===== src/rtl/core/tsjw_pkg.sv =====
// Shared types and constants of the join/wait thread scheduler.
`default_nettype none
package tsjw_pkg;

   localparam int ID_W    = 4;
   localparam int NUM_IDS = 16;
   localparam int CNT_W   = 5;
   localparam int VAL_W   = 32;

   typedef enum logic [2:0] {
      CMD_ADD     = 3'd0,
      CMD_YIELD   = 3'd1,
      CMD_SUSPEND = 3'd2,
      CMD_FINISH  = 3'd3,
      CMD_KILL    = 3'd4,
      CMD_WAKE    = 3'd5,
      CMD_REMOVE  = 3'd6,
      CMD_QUERY   = 3'd7
   } cmd_type;

   typedef enum logic [2:0] {
      TS_ABSENT    = 3'd0,
      TS_READY     = 3'd1,
      TS_RUNNING   = 3'd2,
      TS_SUSPENDED = 3'd3,
      TS_FINISHED  = 3'd4
   } tstate_type;

   localparam logic [1:0] STS_OK      = 2'd0;
   localparam logic [1:0] STS_INVALID = 2'd1;
   localparam logic [1:0] STS_EXITED  = 2'd2;

   typedef struct packed {
      cmd_type           cmd;
      logic [ID_W-1:0]   target;
      logic              target_valid;
      logic              want_result;
      logic [VAL_W-1:0]  exit_value_in;
      logic [ID_W-1:0]   switch_target;
      logic              switch_valid;
   } req_type;

   typedef struct packed {
      logic [1:0]        status;
      logic [ID_W-1:0]   running_thread;
      logic              running_valid;
      logic              target_finished;
      logic              target_killed;
      logic [ID_W-1:0]   woken_thread;
      logic [VAL_W-1:0]  delivered_value;
      logic              delivery_valid;
      logic              last;
   } rsp_type;

   typedef enum logic [4:0] {
      OP_NONE,
      OP_LATCH,
      OP_PUSH_T,
      OP_PUSH_R,
      OP_SUSP_R,
      OP_FIN_MARK,
      OP_SCAN_RDY,
      OP_SCAN_SUS,
      OP_SCAN_SW,
      OP_SCAN_NEXT,
      OP_WAKE_AT,
      OP_KILL_RM,
      OP_WAKE_RM,
      OP_REMOVE_RM,
      OP_ABSENT_FIN,
      OP_JOIN_LD,
      OP_POP,
      OP_SW_TAKE,
      OP_EMIT_NEXT
   } dp_op_type;

   typedef struct packed {
      dp_op_type   op;
      logic [1:0]  status;
      logic        emit_deliv;
      logic        emit_final;
   } ctl_type;

   typedef struct packed {
      cmd_type     cmd;
      logic        t_ok;
      tstate_type  ts;
      logic        sw_ready;
      logic        run_ok;
      logic        run_is_t;
      logic        target_valid;
      logic        want;
      logic        switch_valid;
      logic        scan_hit;
      logic        scan_end;
      logic        w_match;
      logic        w_end;
      logic        deliv_any;
      logic        emit_more;
   } dps_type;

endpackage
`default_nettype wire


===== src/rtl/core/tsjw_ram.sv =====
// Generic single-write, single-read RAM with registered read data.
`default_nettype none
module tsjw_ram #(
   parameter int WIDTH = 8,
   parameter int DEPTH = 16
) (
   input  wire logic                     clock,
   input  wire logic                     wr_en,
   input  wire logic [$clog2(DEPTH)-1:0] wr_addr,
   input  wire logic [WIDTH-1:0]         wr_data,
   input  wire logic [$clog2(DEPTH)-1:0] rd_addr,
   output logic      [WIDTH-1:0]         rd_data
);

   logic [WIDTH-1:0] mem_ff [DEPTH];

   always_ff @(posedge clock) begin
      if (wr_en) begin
         mem_ff[wr_addr] <= wr_data;
      end
      rd_data <= mem_ff[rd_addr];
   end

endmodule
`default_nettype wire


===== src/rtl/core/tsjw_datapath.sv =====
// Scheduler datapath: thread table, ready and suspend lists, exit values, deliveries.
`default_nettype none
module tsjw_datapath #(
   parameter int MAX_THREADS = 16
) (
   input  wire logic              clock,
   input  wire logic              reset,
   input  wire tsjw_pkg::req_type req_item,
   input  wire tsjw_pkg::ctl_type ctl,
   output tsjw_pkg::dps_type      dps,
   output tsjw_pkg::rsp_type      rsp_item
);
   import tsjw_pkg::*;

   typedef logic [ID_W-1:0] id_list_type [NUM_IDS];

   function automatic id_list_type list_drop_at(id_list_type l, logic [CNT_W-1:0] pos);
      id_list_type r;
      r = l;
      for (int k = 0; k < NUM_IDS - 1; k++) begin
         if (CNT_W'(k) >= pos) begin
            r[k] = l[k+1];
         end
      end
      return r;
   endfunction

   req_type          req_ff, req_in;
   tstate_type       ts_ff [NUM_IDS];
   tstate_type       ts_in [NUM_IDS];
   logic             jv_ff [NUM_IDS];
   logic             jv_in [NUM_IDS];
   logic [ID_W-1:0]  jt_ff [NUM_IDS];
   logic [ID_W-1:0]  jt_in [NUM_IDS];
   logic             jw_ff [NUM_IDS];
   logic             jw_in [NUM_IDS];
   logic             kill_ff [NUM_IDS];
   logic             kill_in [NUM_IDS];
   id_list_type      rdy_ff, rdy_in;
   id_list_type      sus_ff, sus_in;
   logic [CNT_W-1:0] rcnt_ff, rcnt_in;
   logic [CNT_W-1:0] scnt_ff, scnt_in;
   logic [ID_W-1:0]  run_ff, run_in;
   logic             run_ok_ff, run_ok_in;
   logic [CNT_W-1:0] scan_ff, scan_in;
   logic             sel_sus_ff, sel_sus_in;
   logic [ID_W-1:0]  key_ff, key_in;
   logic [ID_W-1:0]  fin_ff, fin_in;
   logic [VAL_W-1:0] dval_ff, dval_in;
   logic [CNT_W-1:0] dcnt_ff, dcnt_in;
   logic [CNT_W-1:0] emit_ff, emit_in;

   logic [ID_W-1:0]  t, sw, w, list_at, fin_id, dram_wdata, dram_rd;
   logic [VAL_W-1:0] fin_val, xram_rd;
   logic [CNT_W-1:0] list_cnt;
   logic             t_ok, sw_ok, scan_end, scan_hit, w_end, w_match, dram_we, is_query;

   assign t        = req_ff.target;
   assign sw       = req_ff.switch_target;
   assign t_ok     = (32'(t) < 32'(MAX_THREADS));
   assign sw_ok    = (32'(sw) < 32'(MAX_THREADS));
   assign list_cnt = sel_sus_ff ? scnt_ff : rcnt_ff;
   assign list_at  = sel_sus_ff ? sus_ff[scan_ff[ID_W-1:0]] : rdy_ff[scan_ff[ID_W-1:0]];
   assign scan_end = (scan_ff >= list_cnt);
   assign scan_hit = !scan_end && (list_at == key_ff);
   assign w        = sus_ff[scan_ff[ID_W-1:0]];
   assign w_end    = (scan_ff >= scnt_ff);
   assign w_match  = !w_end && jv_ff[w] && (jt_ff[w] == fin_ff);
   assign fin_id   = (req_ff.cmd == CMD_FINISH) ? run_ff : t;
   assign fin_val  = (req_ff.cmd == CMD_FINISH) ? req_ff.exit_value_in : '0;
   assign is_query = (req_ff.cmd == CMD_QUERY) && t_ok;

   assign dram_we    = ((ctl.op == OP_WAKE_AT) && jw_ff[w]) || (ctl.op == OP_JOIN_LD);
   assign dram_wdata = (ctl.op == OP_JOIN_LD) ? run_ff : w;

   tsjw_ram #(.WIDTH(VAL_W), .DEPTH(NUM_IDS)) u_exit_ram (
      .clock   (clock),
      .wr_en   (ctl.op == OP_FIN_MARK),
      .wr_addr (fin_id),
      .wr_data (fin_val),
      .rd_addr (t),
      .rd_data (xram_rd)
   );

   tsjw_ram #(.WIDTH(ID_W), .DEPTH(NUM_IDS)) u_deliv_ram (
      .clock   (clock),
      .wr_en   (dram_we),
      .wr_addr (dcnt_ff[ID_W-1:0]),
      .wr_data (dram_wdata),
      .rd_addr (emit_ff[ID_W-1:0]),
      .rd_data (dram_rd)
   );

   always_comb begin
      req_in     = req_ff;
      ts_in      = ts_ff;
      jv_in      = jv_ff;
      jt_in      = jt_ff;
      jw_in      = jw_ff;
      kill_in    = kill_ff;
      rdy_in     = rdy_ff;
      sus_in     = sus_ff;
      rcnt_in    = rcnt_ff;
      scnt_in    = scnt_ff;
      run_in     = run_ff;
      run_ok_in  = run_ok_ff;
      scan_in    = scan_ff;
      sel_sus_in = sel_sus_ff;
      key_in     = key_ff;
      fin_in     = fin_ff;
      dval_in    = dval_ff;
      dcnt_in    = dcnt_ff;
      emit_in    = emit_ff;
      unique case (ctl.op)
         OP_NONE: begin
         end
         OP_LATCH: begin
            req_in  = req_item;
            dcnt_in = '0;
            emit_in = '0;
         end
         OP_PUSH_T: begin
            rdy_in[rcnt_ff[ID_W-1:0]] = t;
            rcnt_in   = rcnt_ff + 1'b1;
            ts_in[t]  = TS_READY;
         end
         OP_PUSH_R: begin
            rdy_in[rcnt_ff[ID_W-1:0]] = run_ff;
            rcnt_in       = rcnt_ff + 1'b1;
            ts_in[run_ff] = TS_READY;
            run_ok_in     = 1'b0;
         end
         OP_SUSP_R: begin
            ts_in[run_ff] = TS_SUSPENDED;
            jv_in[run_ff] = req_ff.target_valid;
            jt_in[run_ff] = t;
            jw_in[run_ff] = req_ff.target_valid && req_ff.want_result;
            sus_in[scnt_ff[ID_W-1:0]] = run_ff;
            scnt_in       = scnt_ff + 1'b1;
            run_ok_in     = 1'b0;
         end
         OP_FIN_MARK: begin
            ts_in[fin_id]   = TS_FINISHED;
            kill_in[fin_id] = (req_ff.cmd == CMD_KILL);
            dval_in         = fin_val;
            fin_in          = fin_id;
            scan_in         = '0;
            if (run_ok_ff && (run_ff == fin_id)) begin
               run_ok_in = 1'b0;
            end
         end
         OP_SCAN_RDY: begin
            scan_in    = '0;
            sel_sus_in = 1'b0;
            key_in     = t;
         end
         OP_SCAN_SUS: begin
            scan_in    = '0;
            sel_sus_in = 1'b1;
            key_in     = t;
         end
         OP_SCAN_SW: begin
            scan_in    = '0;
            sel_sus_in = 1'b0;
            key_in     = sw;
         end
         OP_SCAN_NEXT: begin
            scan_in = scan_ff + 1'b1;
         end
         OP_WAKE_AT: begin
            // scan index stays: the next waiter shifts into this slot
            sus_in   = list_drop_at(sus_ff, scan_ff);
            scnt_in  = scnt_ff - 1'b1;
            jv_in[w] = 1'b0;
            jw_in[w] = 1'b0;
            rdy_in[rcnt_ff[ID_W-1:0]] = w;
            rcnt_in  = rcnt_ff + 1'b1;
            ts_in[w] = TS_READY;
            if (jw_ff[w]) begin
               dcnt_in = dcnt_ff + 1'b1;
            end
         end
         OP_KILL_RM, OP_REMOVE_RM: begin
            if (sel_sus_ff) begin
               sus_in  = list_drop_at(sus_ff, scan_ff);
               scnt_in = scnt_ff - 1'b1;
            end else begin
               rdy_in  = list_drop_at(rdy_ff, scan_ff);
               rcnt_in = rcnt_ff - 1'b1;
            end
            jv_in[t] = 1'b0;
            jw_in[t] = 1'b0;
            if (ctl.op == OP_REMOVE_RM) begin
               ts_in[t] = TS_ABSENT;
            end
         end
         OP_WAKE_RM: begin
            sus_in   = list_drop_at(sus_ff, scan_ff);
            scnt_in  = scnt_ff - 1'b1;
            jv_in[t] = 1'b0;
            jw_in[t] = 1'b0;
            rdy_in[rcnt_ff[ID_W-1:0]] = t;
            rcnt_in  = rcnt_ff + 1'b1;
            ts_in[t] = TS_READY;
         end
         OP_ABSENT_FIN: begin
            ts_in[t]   = TS_ABSENT;
            kill_in[t] = 1'b0;
         end
         OP_JOIN_LD: begin
            dval_in = xram_rd;
            dcnt_in = dcnt_ff + 1'b1;
         end
         OP_POP: begin
            if (rcnt_ff != '0) begin
               run_in           = rdy_ff[0];
               run_ok_in        = 1'b1;
               ts_in[rdy_ff[0]] = TS_RUNNING;
               rdy_in           = list_drop_at(rdy_ff, '0);
               rcnt_in          = rcnt_ff - 1'b1;
            end else begin
               run_in    = '0;
               run_ok_in = 1'b0;
            end
         end
         OP_SW_TAKE: begin
            if (scan_hit) begin
               rdy_in  = list_drop_at(rdy_ff, scan_ff);
               rcnt_in = rcnt_ff - 1'b1;
            end
            run_in    = sw;
            run_ok_in = 1'b1;
            ts_in[sw] = TS_RUNNING;
         end
         OP_EMIT_NEXT: begin
            emit_in = emit_ff + 1'b1;
         end
         default: begin
         end
      endcase
   end

   always_ff @(posedge clock) begin
      if (reset) begin
         for (int i = 0; i < NUM_IDS; i++) begin
            ts_ff[i]   <= TS_ABSENT;
            jv_ff[i]   <= 1'b0;
            jw_ff[i]   <= 1'b0;
            kill_ff[i] <= 1'b0;
         end
         rcnt_ff   <= '0;
         scnt_ff   <= '0;
         run_ff    <= '0;
         run_ok_ff <= 1'b0;
         dcnt_ff   <= '0;
         emit_ff   <= '0;
      end else begin
         ts_ff     <= ts_in;
         jv_ff     <= jv_in;
         jw_ff     <= jw_in;
         kill_ff   <= kill_in;
         rcnt_ff   <= rcnt_in;
         scnt_ff   <= scnt_in;
         run_ff    <= run_in;
         run_ok_ff <= run_ok_in;
         dcnt_ff   <= dcnt_in;
         emit_ff   <= emit_in;
      end
      req_ff     <= req_in;
      jt_ff      <= jt_in;
      rdy_ff     <= rdy_in;
      sus_ff     <= sus_in;
      scan_ff    <= scan_in;
      sel_sus_ff <= sel_sus_in;
      key_ff     <= key_in;
      fin_ff     <= fin_in;
      dval_ff    <= dval_in;
   end

   always_comb begin
      dps.cmd          = req_ff.cmd;
      dps.t_ok         = t_ok;
      dps.ts           = ts_ff[t];
      dps.sw_ready     = sw_ok && (ts_ff[sw] == TS_READY);
      dps.run_ok       = run_ok_ff;
      dps.run_is_t     = (run_ff == t);
      dps.target_valid = req_ff.target_valid;
      dps.want         = req_ff.want_result;
      dps.switch_valid = req_ff.switch_valid;
      dps.scan_hit     = scan_hit;
      dps.scan_end     = scan_end;
      dps.w_match      = w_match;
      dps.w_end        = w_end;
      dps.deliv_any    = (dcnt_ff != '0);
      dps.emit_more    = ((emit_ff + 1'b1) < dcnt_ff);
   end

   always_comb begin
      rsp_item.status          = ctl.emit_final ? ctl.status : STS_OK;
      rsp_item.running_thread  = run_ok_ff ? run_ff : '0;
      rsp_item.running_valid   = run_ok_ff;
      rsp_item.target_finished = ctl.emit_final && is_query && (ts_ff[t] == TS_FINISHED);
      rsp_item.target_killed   = ctl.emit_final && is_query && (ts_ff[t] == TS_FINISHED)
                                 && kill_ff[t];
      rsp_item.woken_thread    = ctl.emit_deliv ? dram_rd : '0;
      rsp_item.delivered_value = ctl.emit_deliv ? dval_ff : '0;
      rsp_item.delivery_valid  = ctl.emit_deliv;
      rsp_item.last            = ctl.emit_final;
   end

endmodule
`default_nettype wire


===== src/rtl/core/tsjw_ctrl.sv =====
// Scheduler controller: sequences one command through the datapath.
`default_nettype none
module tsjw_ctrl (
   input  wire logic              clock,
   input  wire logic              reset,
   input  wire logic              start,
   output logic                   busy,
   input  wire tsjw_pkg::dps_type dps,
   output tsjw_pkg::ctl_type      ctl
);
   import tsjw_pkg::*;

   typedef enum logic [3:0] {
      S_IDLE,
      S_DECODE,
      S_JOIN_LD,
      S_FIND,
      S_FIN_MARK,
      S_WSCAN,
      S_DISPATCH,
      S_SW_SCAN,
      S_EMIT_RD,
      S_EMIT_OUT,
      S_FINAL
   } state_type;

   state_type  state_ff, state_in, post_state;
   logic [1:0] sts_ff, sts_in;
   logic       disp_ff, disp_in;
   logic       usesw_ff, usesw_in;
   logic       busy_ff, busy_in;

   assign busy       = busy_ff;
   assign post_state = dps.deliv_any ? S_EMIT_RD : S_FINAL;

   always_comb begin
      state_in       = state_ff;
      sts_in         = sts_ff;
      disp_in        = disp_ff;
      usesw_in       = usesw_ff;
      ctl.op         = OP_NONE;
      ctl.status     = sts_ff;
      ctl.emit_deliv = 1'b0;
      ctl.emit_final = 1'b0;
      unique case (state_ff)
         S_IDLE: begin
            if (start) begin
               ctl.op   = OP_LATCH;
               state_in = S_DECODE;
            end
         end
         S_DECODE: begin
            sts_in   = STS_OK;
            disp_in  = 1'b0;
            usesw_in = 1'b0;
            state_in = S_FINAL;
            unique case (dps.cmd)
               CMD_ADD: begin
                  if (!dps.t_ok) sts_in = STS_INVALID;
                  else if (dps.ts == TS_FINISHED) sts_in = STS_EXITED;
                  else if (dps.ts != TS_ABSENT) sts_in = STS_INVALID;
                  else ctl.op = OP_PUSH_T;
               end
               CMD_YIELD, CMD_SUSPEND, CMD_FINISH: begin
                  usesw_in = dps.switch_valid;
                  disp_in  = 1'b1;
                  if (dps.cmd == CMD_SUSPEND && dps.target_valid && !dps.t_ok) begin
                     sts_in = STS_INVALID;
                  end else if (dps.cmd == CMD_SUSPEND && dps.target_valid
                               && dps.ts == TS_FINISHED) begin
                     // join on a finished thread: deliver if a running caller wants it, no state change
                     if (dps.run_ok && dps.want) state_in = S_JOIN_LD;
                  end else if (dps.switch_valid && !dps.sw_ready) begin
                     sts_in = STS_INVALID;
                  end else if (!dps.run_ok) begin
                     state_in = S_DISPATCH;
                  end else if (dps.cmd == CMD_YIELD) begin
                     ctl.op   = OP_PUSH_R;
                     state_in = S_DISPATCH;
                  end else if (dps.cmd == CMD_SUSPEND) begin
                     ctl.op   = OP_SUSP_R;
                     state_in = S_DISPATCH;
                  end else begin
                     state_in = S_FIN_MARK;
                  end
               end
               CMD_KILL: begin
                  if (!dps.t_ok) sts_in = STS_INVALID;
                  else if (dps.run_ok && dps.run_is_t) begin
                     disp_in  = 1'b1;
                     state_in = S_FIN_MARK;
                  end else if (dps.ts == TS_READY) begin
                     ctl.op   = OP_SCAN_RDY;
                     state_in = S_FIND;
                  end else if (dps.ts == TS_SUSPENDED) begin
                     ctl.op   = OP_SCAN_SUS;
                     state_in = S_FIND;
                  end else if (dps.ts == TS_FINISHED) sts_in = STS_EXITED;
                  else sts_in = STS_INVALID;
               end
               CMD_WAKE: begin
                  if (!dps.t_ok) sts_in = STS_INVALID;
                  else if (dps.run_ok && dps.run_is_t) sts_in = STS_OK;
                  else if (dps.ts == TS_FINISHED) sts_in = STS_EXITED;
                  else if (dps.ts == TS_READY) sts_in = STS_OK;
                  else if (dps.ts == TS_SUSPENDED) begin
                     ctl.op   = OP_SCAN_SUS;
                     state_in = S_FIND;
                  end else sts_in = STS_INVALID;
               end
               CMD_REMOVE: begin
                  if (!dps.t_ok) sts_in = STS_INVALID;
                  else if (dps.ts == TS_FINISHED) ctl.op = OP_ABSENT_FIN;
                  else if (dps.ts == TS_READY) begin
                     ctl.op   = OP_SCAN_RDY;
                     state_in = S_FIND;
                  end else if (dps.ts == TS_SUSPENDED) begin
                     ctl.op   = OP_SCAN_SUS;
                     state_in = S_FIND;
                  end else sts_in = STS_INVALID;
               end
               CMD_QUERY: begin
                  if (!dps.t_ok) sts_in = STS_INVALID;
               end
               default: begin
               end
            endcase
         end
         S_JOIN_LD: begin
            ctl.op   = OP_JOIN_LD;
            state_in = S_EMIT_RD;
         end
         S_FIND: begin
            priority if (dps.scan_hit) begin
               if (dps.cmd == CMD_KILL) begin
                  ctl.op   = OP_KILL_RM;
                  state_in = S_FIN_MARK;
               end else if (dps.cmd == CMD_WAKE) begin
                  ctl.op   = OP_WAKE_RM;
                  state_in = S_FINAL;
               end else begin
                  ctl.op   = OP_REMOVE_RM;
                  state_in = S_FINAL;
               end
            end else if (dps.scan_end) begin
               sts_in   = STS_INVALID;
               state_in = S_FINAL;
            end else begin
               ctl.op = OP_SCAN_NEXT;
            end
         end
         S_FIN_MARK: begin
            ctl.op   = OP_FIN_MARK;
            state_in = S_WSCAN;
         end
         S_WSCAN: begin
            priority if (dps.w_end) begin
               state_in = disp_ff ? S_DISPATCH : post_state;
            end else if (dps.w_match) begin
               ctl.op = OP_WAKE_AT;
            end else begin
               ctl.op = OP_SCAN_NEXT;
            end
         end
         S_DISPATCH: begin
            if (usesw_ff) begin
               ctl.op   = OP_SCAN_SW;
               state_in = S_SW_SCAN;
            end else begin
               ctl.op   = OP_POP;
               state_in = post_state;
            end
         end
         S_SW_SCAN: begin
            if (dps.scan_hit || dps.scan_end) begin
               ctl.op   = OP_SW_TAKE;
               state_in = post_state;
            end else begin
               ctl.op = OP_SCAN_NEXT;
            end
         end
         S_EMIT_RD: begin
            state_in = S_EMIT_OUT;
         end
         S_EMIT_OUT: begin
            ctl.emit_deliv = 1'b1;
            ctl.op         = OP_EMIT_NEXT;
            state_in       = dps.emit_more ? S_EMIT_RD : S_FINAL;
         end
         S_FINAL: begin
            ctl.emit_final = 1'b1;
            state_in       = S_IDLE;
         end
         default: begin
            state_in = S_IDLE;
         end
      endcase
      busy_in = (state_in != S_IDLE);
   end

   always_ff @(posedge clock) begin
      if (reset) begin
         state_ff <= S_IDLE;
         busy_ff  <= 1'b0;
         sts_ff   <= STS_OK;
         disp_ff  <= 1'b0;
         usesw_ff <= 1'b0;
      end else begin
         state_ff <= state_in;
         busy_ff  <= busy_in;
         sts_ff   <= sts_in;
         disp_ff  <= disp_in;
         usesw_ff <= usesw_in;
      end
   end

endmodule
`default_nettype wire


===== src/rtl/core/thread_scheduler_join_wait.sv =====
// Top level of the round-robin thread scheduler with join and exit values.
//
// Usage: drive one command item on req_item and raise start; the item is
// taken at an edge where start is high and busy is low. busy stays high
// until the item's last result has been shown.
// Results come on rsp_item, one per cycle in which rsp_valid is high, and
// are taken at the end of that cycle; the receiver cannot hold them off.
// Each item gives zero or more delivery results (delivery_valid high) and
// then one final result with last high; running fields show the state
// after the item.
// Add, query and simple rejects go from decode straight to the final result.
// A list search steps one entry at a time (up to 16), the waiter scan
// visits each suspended entry, a dispatch pops the ready list or searches
// it for the switch target, and each delivery is read from the delivery
// RAM, then shown. The longest item is a kill of the tail of a full
// suspend list whose 15 other entries join on it and want its value. The
// next item can be taken in the cycle after the final result.
// Reset (synchronous, active high): all threads absent, lists empty, nothing
// running; exit values are undefined until a thread finishes.
`default_nettype none
module thread_scheduler_join_wait #(
   parameter int MAX_THREADS = 16
) (
   input  wire logic              clock,
   input  wire logic              reset,
   input  wire logic              start,
   output logic                   busy,
   input  wire tsjw_pkg::req_type req_item,
   output logic                   rsp_valid,
   output tsjw_pkg::rsp_type      rsp_item
);
   import tsjw_pkg::*;

   ctl_type ctl;
   dps_type dps;

   tsjw_ctrl u_ctrl (
      .clock (clock),
      .reset (reset),
      .start (start),
      .busy  (busy),
      .dps   (dps),
      .ctl   (ctl)
   );

   tsjw_datapath #(.MAX_THREADS(MAX_THREADS)) u_datapath (
      .clock    (clock),
      .reset    (reset),
      .req_item (req_item),
      .ctl      (ctl),
      .dps      (dps),
      .rsp_item (rsp_item)
   );

   assign rsp_valid = ctl.emit_deliv | ctl.emit_final;

endmodule
`default_nettype wire


===== config.mk =====
export PLATFORM = sky130hd
export DESIGN_NAME = thread_scheduler_join_wait
export DESIGN_NICKNAME = d
export VERILOG_FILES = /design/src/rtl/core/tsjw_pkg.sv /design/src/rtl/core/tsjw_ram.sv /design/src/rtl/core/tsjw_datapath.sv /design/src/rtl/core/tsjw_ctrl.sv /design/src/rtl/core/thread_scheduler_join_wait.sv
export SDC_FILE = /design/constraint.sdc
export NUM_CORES = 2
export LEC_CHECK = 0
export ABC_AREA = 1
export BUFFER_PORTS_ARGS = -buffer_cell sky130_fd_sc_hd__buf_4
export CORE_MARGIN = 2
export CORE_UTILIZATION = 61
export DETAILED_ROUTE_END_ITERATION = 7
export GPL_TIMING_DRIVEN = 0
export PLACE_DENSITY_LB_ADDON = 0.05
export SYNTH_ARGS = -nofsm -noshare
export SYNTH_HDL_FRONTEND = slang
export SYNTH_SLANG_ARGS = --single-unit

===== constraint.sdc =====
create_clock -name clock -period 6.1 [get_ports clock]
set_input_delay 1.22 -clock clock [delete_from_list [all_inputs] [get_ports clock]]
set_output_delay 1.22 -clock clock [all_outputs]
set_load 0.05 [all_outputs]

==> key figures <==
Status
  – Status: finished, violations left
  – Violated checks: setup timing

Timing
  – Period minus WS final: 6.20 ns
  – Worst setup skew after layout: 0.0717 ns
  – Setup repair after global routing missed its margin: true
  – Maximum clock frequency: 161 MHz
  – Worst-margin pin slew: 1.47 ns
  – Worst-case hold slack: 0.457 ns
  – Number of failing hold endpoints at the final stage: 0
  – Final worst path period share: 102%
  – Final Worst Setup Slack: -0.0978 ns
  – Setup violations, final: 17
  – Slew headroom: 2.22%
  – Pins over their slew limit: 0

Synth
  – Leading cell types by total area after synthesis: sky130_fd_sc_hd__edfxtp_1 52%, sky130_fd_sc_hd__nand2_1 7.4%, sky130_fd_sc_hd__dfxtp_1 6.7%
  – Biggest area consumer among synthesized cells: sky130_fd_sc_hd__edfxtp_1
  – Syn Std Cell Area: 49400 um^2
  – Flip-flop and latch count after synthesis: 1026
  – Per-instance average area after synthesis: 9.37 um^2
  – Part of the Yosys area used for sequential elements: 58.9%
  – Unique cell type count in the Yosys netlist: 50
  – Async set-or-reset flop fraction in the synthesized netlist: 0%
  – Post-Synthesis Net Count: 5356
  – Ys Warns: 0
  – Mapped Cells: 5279
  – Synth top area share: 52.2%
  – Most common flop cell mapped by yosys: sky130_fd_sc_hd__edfxtp_1
  – Number of enable-type register cells in the synthesized netlist: 860

Clocking
  – Clk buf depth: 3
  – Clock tree sinks: 1026
  – CTS tree: built
  – Reg clk slew, reported paths: 0.06 ns
  – Number of clock buffers inserted by TritonCTS: 99
  – CTS root buffer: sky130_fd_sc_hd__clkbuf_16
  – Skew-Pair Late Insertion Delay: 0.74 ns
  – Number of levels in the clock H-tree: 3

Finish
  – Area Overhead vs Synth: 13.4%
  – Final cell area excluding filler cells: 56100 um^2
  – Final net count: 5615
  – Share of layout cells above drive strength 1: 8.91%

Worst setup path
  – Setup Crit Path Kind: reg -> reg
  – Required arrival time at the worst endpoint: 6.72 ns
  – Nature of the critical path startpoint: register
  – Largest fanout on the critical path: 10
  – Worst setup EP type: register
  – Arrival time of data at the critical path endpoint: 6.82 ns

Drt
  – Drt wl/cell: 30.9 um
  – Routed via count: 46400
  – Pre-antenna DRT Iters: 6
  – Post-DRT Antenna Nets: 0
  – DRC violations left: 0
  – Per-cell via count in the routed design: 6.93
  – Total wirelength of the detailed-routed design: 206000 um
  – Iteration-0 DRC count of the detailed router: 8314

Pwr
  – Standby leakage power: 21.0 nW
  – Power density over the cells: 398 nW/um^2
  – IR drop worst, VDD: 0.447 mV

Die
  – Y dimension of the die: 289 um
  – Placeable core area: 80400 um^2
  – Row count: 104
  – Overall die area: 83400 um^2
  – Die width: 289 um
  – Initial Util: 61.5%
  – IO Count: 98

Global route
  – Pin count of the biggest net entering global routing: 34
  – Total routing resource utilization after global routing: 48.6%
  – First-pass GRT wire length: 293000 um
  – Initial antenna violation count: 7
  – Number of global-route vias before repair: 43600
  – Grt ovf: 0

Placed design
  – Routability-driven placement congestion ratio: 1.09
  – Count of input and output buffers: 97
  – Post-DP HPWL: 135000 um
  – Placement-stage cell area: 52200 um^2

Min path
  – Class of the worst hold path: reg -> reg

Flow run
  – Max-Cap Viols: 0
[final timing paths]
path	slack, ns	depth (start not counted)	from	to
min reg2reg	0.46	2	u_datapath.jv_ff[10]	u_datapath.jv_ff[10]
max reg2reg	-0.1	21	u_datapath.sw[0]	u_datapath.ts_ff[27]
max	-0.1	21	u_datapath.sw[0]	u_datapath.ts_ff[27]
min	0.46	2	u_datapath.jv_ff[10]	u_datapath.jv_ff[10]
[worst max-delay path, stage by stage, from the launching register on]
cell and delay, ns:
sky130_fd_sc_hd__edfxtp_1 0.55, sky130_fd_sc_hd__nor2_2 0.58, sky130_fd_sc_hd__inv_1 0.52, sky130_fd_sc_hd__o22ai_1 0.28, sky130_fd_sc_hd__o21ai_0 0.39, sky130_fd_sc_hd__nand2_1 0.16, sky130_fd_sc_hd__nor2_1 0.06, sky130_fd_sc_hd__o21ai_1 0.51
sky130_fd_sc_hd__nand2_1 0.18, sky130_fd_sc_hd__o211ai_1 0.14, sky130_fd_sc_hd__nand2_1 0.10, sky130_fd_sc_hd__nand3_1 0.16, sky130_fd_sc_hd__inv_1 0.05, sky130_fd_sc_hd__nand2_1 0.15, sky130_fd_sc_hd__nor2_1 0.06, sky130_fd_sc_hd__nand2_1 0.24
sky130_fd_sc_hd__clkbuf_1 0.64, sky130_fd_sc_hd__nand2_1 0.76, sky130_fd_sc_hd__o21ai_0 0.27, sky130_fd_sc_hd__nand4_1 0.16, sky130_fd_sc_hd__nand2_1 0.12, sky130_fd_sc_hd__inv_1 0.05
[final cells by class]
cell class / count / area [um^2]
plain buffers: 302 / 1330
clock buffers: 127 / 2630
diodes: 5 / 12.5
flip-flops and latches: 1026 / 29100
clock inverters: 61 / 807
repair buffers: 160 / 1480
inverters: 567 / 2130
well taps: 1060 / 1330
multi-input cells: 3382 / 17200
fillers: 5706 / 24300
[synthesized netlist by cell type, types with 2 or more instances]
cell	instances
sky130_fd_sc_hd__nand2_1	981
sky130_fd_sc_hd__edfxtp_1	860
sky130_fd_sc_hd__nor2_1	551
sky130_fd_sc_hd__inv_1	541
sky130_fd_sc_hd__o21ai_0	519
sky130_fd_sc_hd__a21oi_1	326
sky130_fd_sc_hd__a22oi_1	299
sky130_fd_sc_hd__nand3_1	219
sky130_fd_sc_hd__clkbuf_1	209
sky130_fd_sc_hd__dfxtp_1	166
sky130_fd_sc_hd__o22ai_1	112
sky130_fd_sc_hd__o211ai_1	74
sky130_fd_sc_hd__buf_2	51
sky130_fd_sc_hd__nand4_1	37
sky130_fd_sc_hd__nor3_1	32
sky130_fd_sc_hd__or4_1	32
sky130_fd_sc_hd__nand3b_1	28
sky130_fd_sc_hd__ha_1	27
sky130_fd_sc_hd__o311ai_0	24
sky130_fd_sc_hd__buf_1	23
sky130_fd_sc_hd__o21ai_1	22
sky130_fd_sc_hd__a211oi_1	21
sky130_fd_sc_hd__buf_4	17
sky130_fd_sc_hd__inv_2	13
sky130_fd_sc_hd__clkinv_1	12
sky130_fd_sc_hd__nand2_2	10
sky130_fd_sc_hd__nor2_2	9
sky130_fd_sc_hd__xor2_1	9
sky130_fd_sc_hd__xnor2_1	7
sky130_fd_sc_hd__nor2_4	6
sky130_fd_sc_hd__o21a_1	5
sky130_fd_sc_hd__a31oi_1	4
sky130_fd_sc_hd__buf_6	4
sky130_fd_sc_hd__nand3_2	4
sky130_fd_sc_hd__nor4_1	4
sky130_fd_sc_hd__o221ai_1	3
sky130_fd_sc_hd__a221oi_1	2
sky130_fd_sc_hd__o2111ai_1	2
sky130_fd_sc_hd__o31ai_1	2
sky130_fd_sc_hd__or2_2	2
[cell families (layout without fill, tap and decap cells)]
logic type / Yosys count / count (layout) / synth area share (%)
other cells: 0 / 5 / 0
fa+ha+maj: 28 / 28 / 0.724
compound gates: 1422 / 1422 / 17.0
xor+xnor: 16 / 16 / 0.283
buf+inv: 871 / 1217 / 6.94
simple gates: 1916 / 1916 / 16.1
flops: 1026 / 1026 / 58.9
[state kept, by name, indices dropped and copies added (netlist names), 5 cells and up]
signal	flops
u_datapath.u_exit_ram.mem_ff	512
u_datapath.jt_ff	64
u_datapath.rdy_ff	64
u_datapath.sus_ff	64
u_datapath.u_deliv_ram.mem_ff	64
u_datapath.ts_ff	48
u_datapath.dval_ff	32
u_datapath.req_ff	32
u_datapath.u_exit_ram.rd_data	32
u_datapath.jv_ff	16
u_datapath.jw_ff	16
u_datapath.kill_ff	16
u_datapath.dps	6
u_datapath.dcnt_ff	5
u_datapath.emit_ff	5
u_datapath.rcnt_ff	5
u_datapath.scan_ff	5
u_datapath.scnt_ff	5
[cell usage in the layout, fill, tap and decap left out, types with 9 or more instances in the layout]
cell,instances
sky130_fd_sc_hd__clkbuf_1,219
sky130_fd_sc_hd__o311ai_0,24
sky130_fd_sc_hd__xor2_1,9
sky130_fd_sc_hd__nand3b_1,28
sky130_fd_sc_hd__buf_2,41
sky130_fd_sc_hd__nor3_1,20
sky130_fd_sc_hd__a211oi_2,9
sky130_fd_sc_hd__edfxtp_1,860
sky130_fd_sc_hd__o21ai_0,513
sky130_fd_sc_hd__inv_2,14
sky130_fd_sc_hd__nand2_1,977
sky130_fd_sc_hd__a21oi_1,326
sky130_fd_sc_hd__nor2_4,21
sky130_fd_sc_hd__o22ai_1,112
sky130_fd_sc_hd__buf_12,11
sky130_fd_sc_hd__buf_1,22
sky130_fd_sc_hd__o211ai_1,74
sky130_fd_sc_hd__buf_4,134
sky130_fd_sc_hd__nor2_1,523
sky130_fd_sc_hd__clkinv_1,27
sky130_fd_sc_hd__nand4_1,37
sky130_fd_sc_hd__clkinv_2,15
sky130_fd_sc_hd__or4_1,32
sky130_fd_sc_hd__clkbuf_2,13
sky130_fd_sc_hd__dfxtp_1,166
sky130_fd_sc_hd__nor3_2,11
sky130_fd_sc_hd__nor2_2,22
sky130_fd_sc_hd__nand2_2,11
sky130_fd_sc_hd__bufinv_16,13
sky130_fd_sc_hd__clkbuf_16,99
sky130_fd_sc_hd__ha_1,27
sky130_fd_sc_hd__inv_1,539
sky130_fd_sc_hd__o21ai_1,27
sky130_fd_sc_hd__buf_6,37
sky130_fd_sc_hd__nand3_1,219
sky130_fd_sc_hd__a22oi_1,299
[stage by stage]
step	power, mW	setup slack, ns	util, %	cells	TNS (ns)
2_1_floorplan	12.1	1.47	-	5279	0
3_3_place_gp	14.8	-2.13	64.0	6436	-764.59
3_5_place_dp	15.0	-1.00	64.9	6480	-122.55
4_1_cts	21.6	0.000593	69.3	6671	0
5_1_grt	22.6	-0.0530	69.7	6685	-0.341
6_report	22.3	-0.0978	69.7	6690	-0.675
[layer usage]
metal	global-route usage (%)	part of all wire [%]	vias to the layer above
met5	0	0.015	-
met2	74.0	44	4788
met4	33.1	8.0	4
met1	60.7	33	21500
met3	13.6	14	1071
li1	-	-	19000
[where the power goes]
part	leakage (nW)	total [mW]	switching, mW	internal [mW]
clock	1.64	6.65	3.00	3.66
combinational	10.1	7.08	5.54	1.54
sequential	9.25	8.60	0.313	8.28
total	21.0	22.3	8.85	13.5
[repair_timing]
action / CTS / global route
setup buffers: 3 / 16
gates resized for setup: 29 / 69
cloned: 0 / 0
pin swaps: 0 / 5
hold buffers: 0 / 0
endpoints found under the setup margin: 317 / 268
Power figures use the tool's default switching activity.
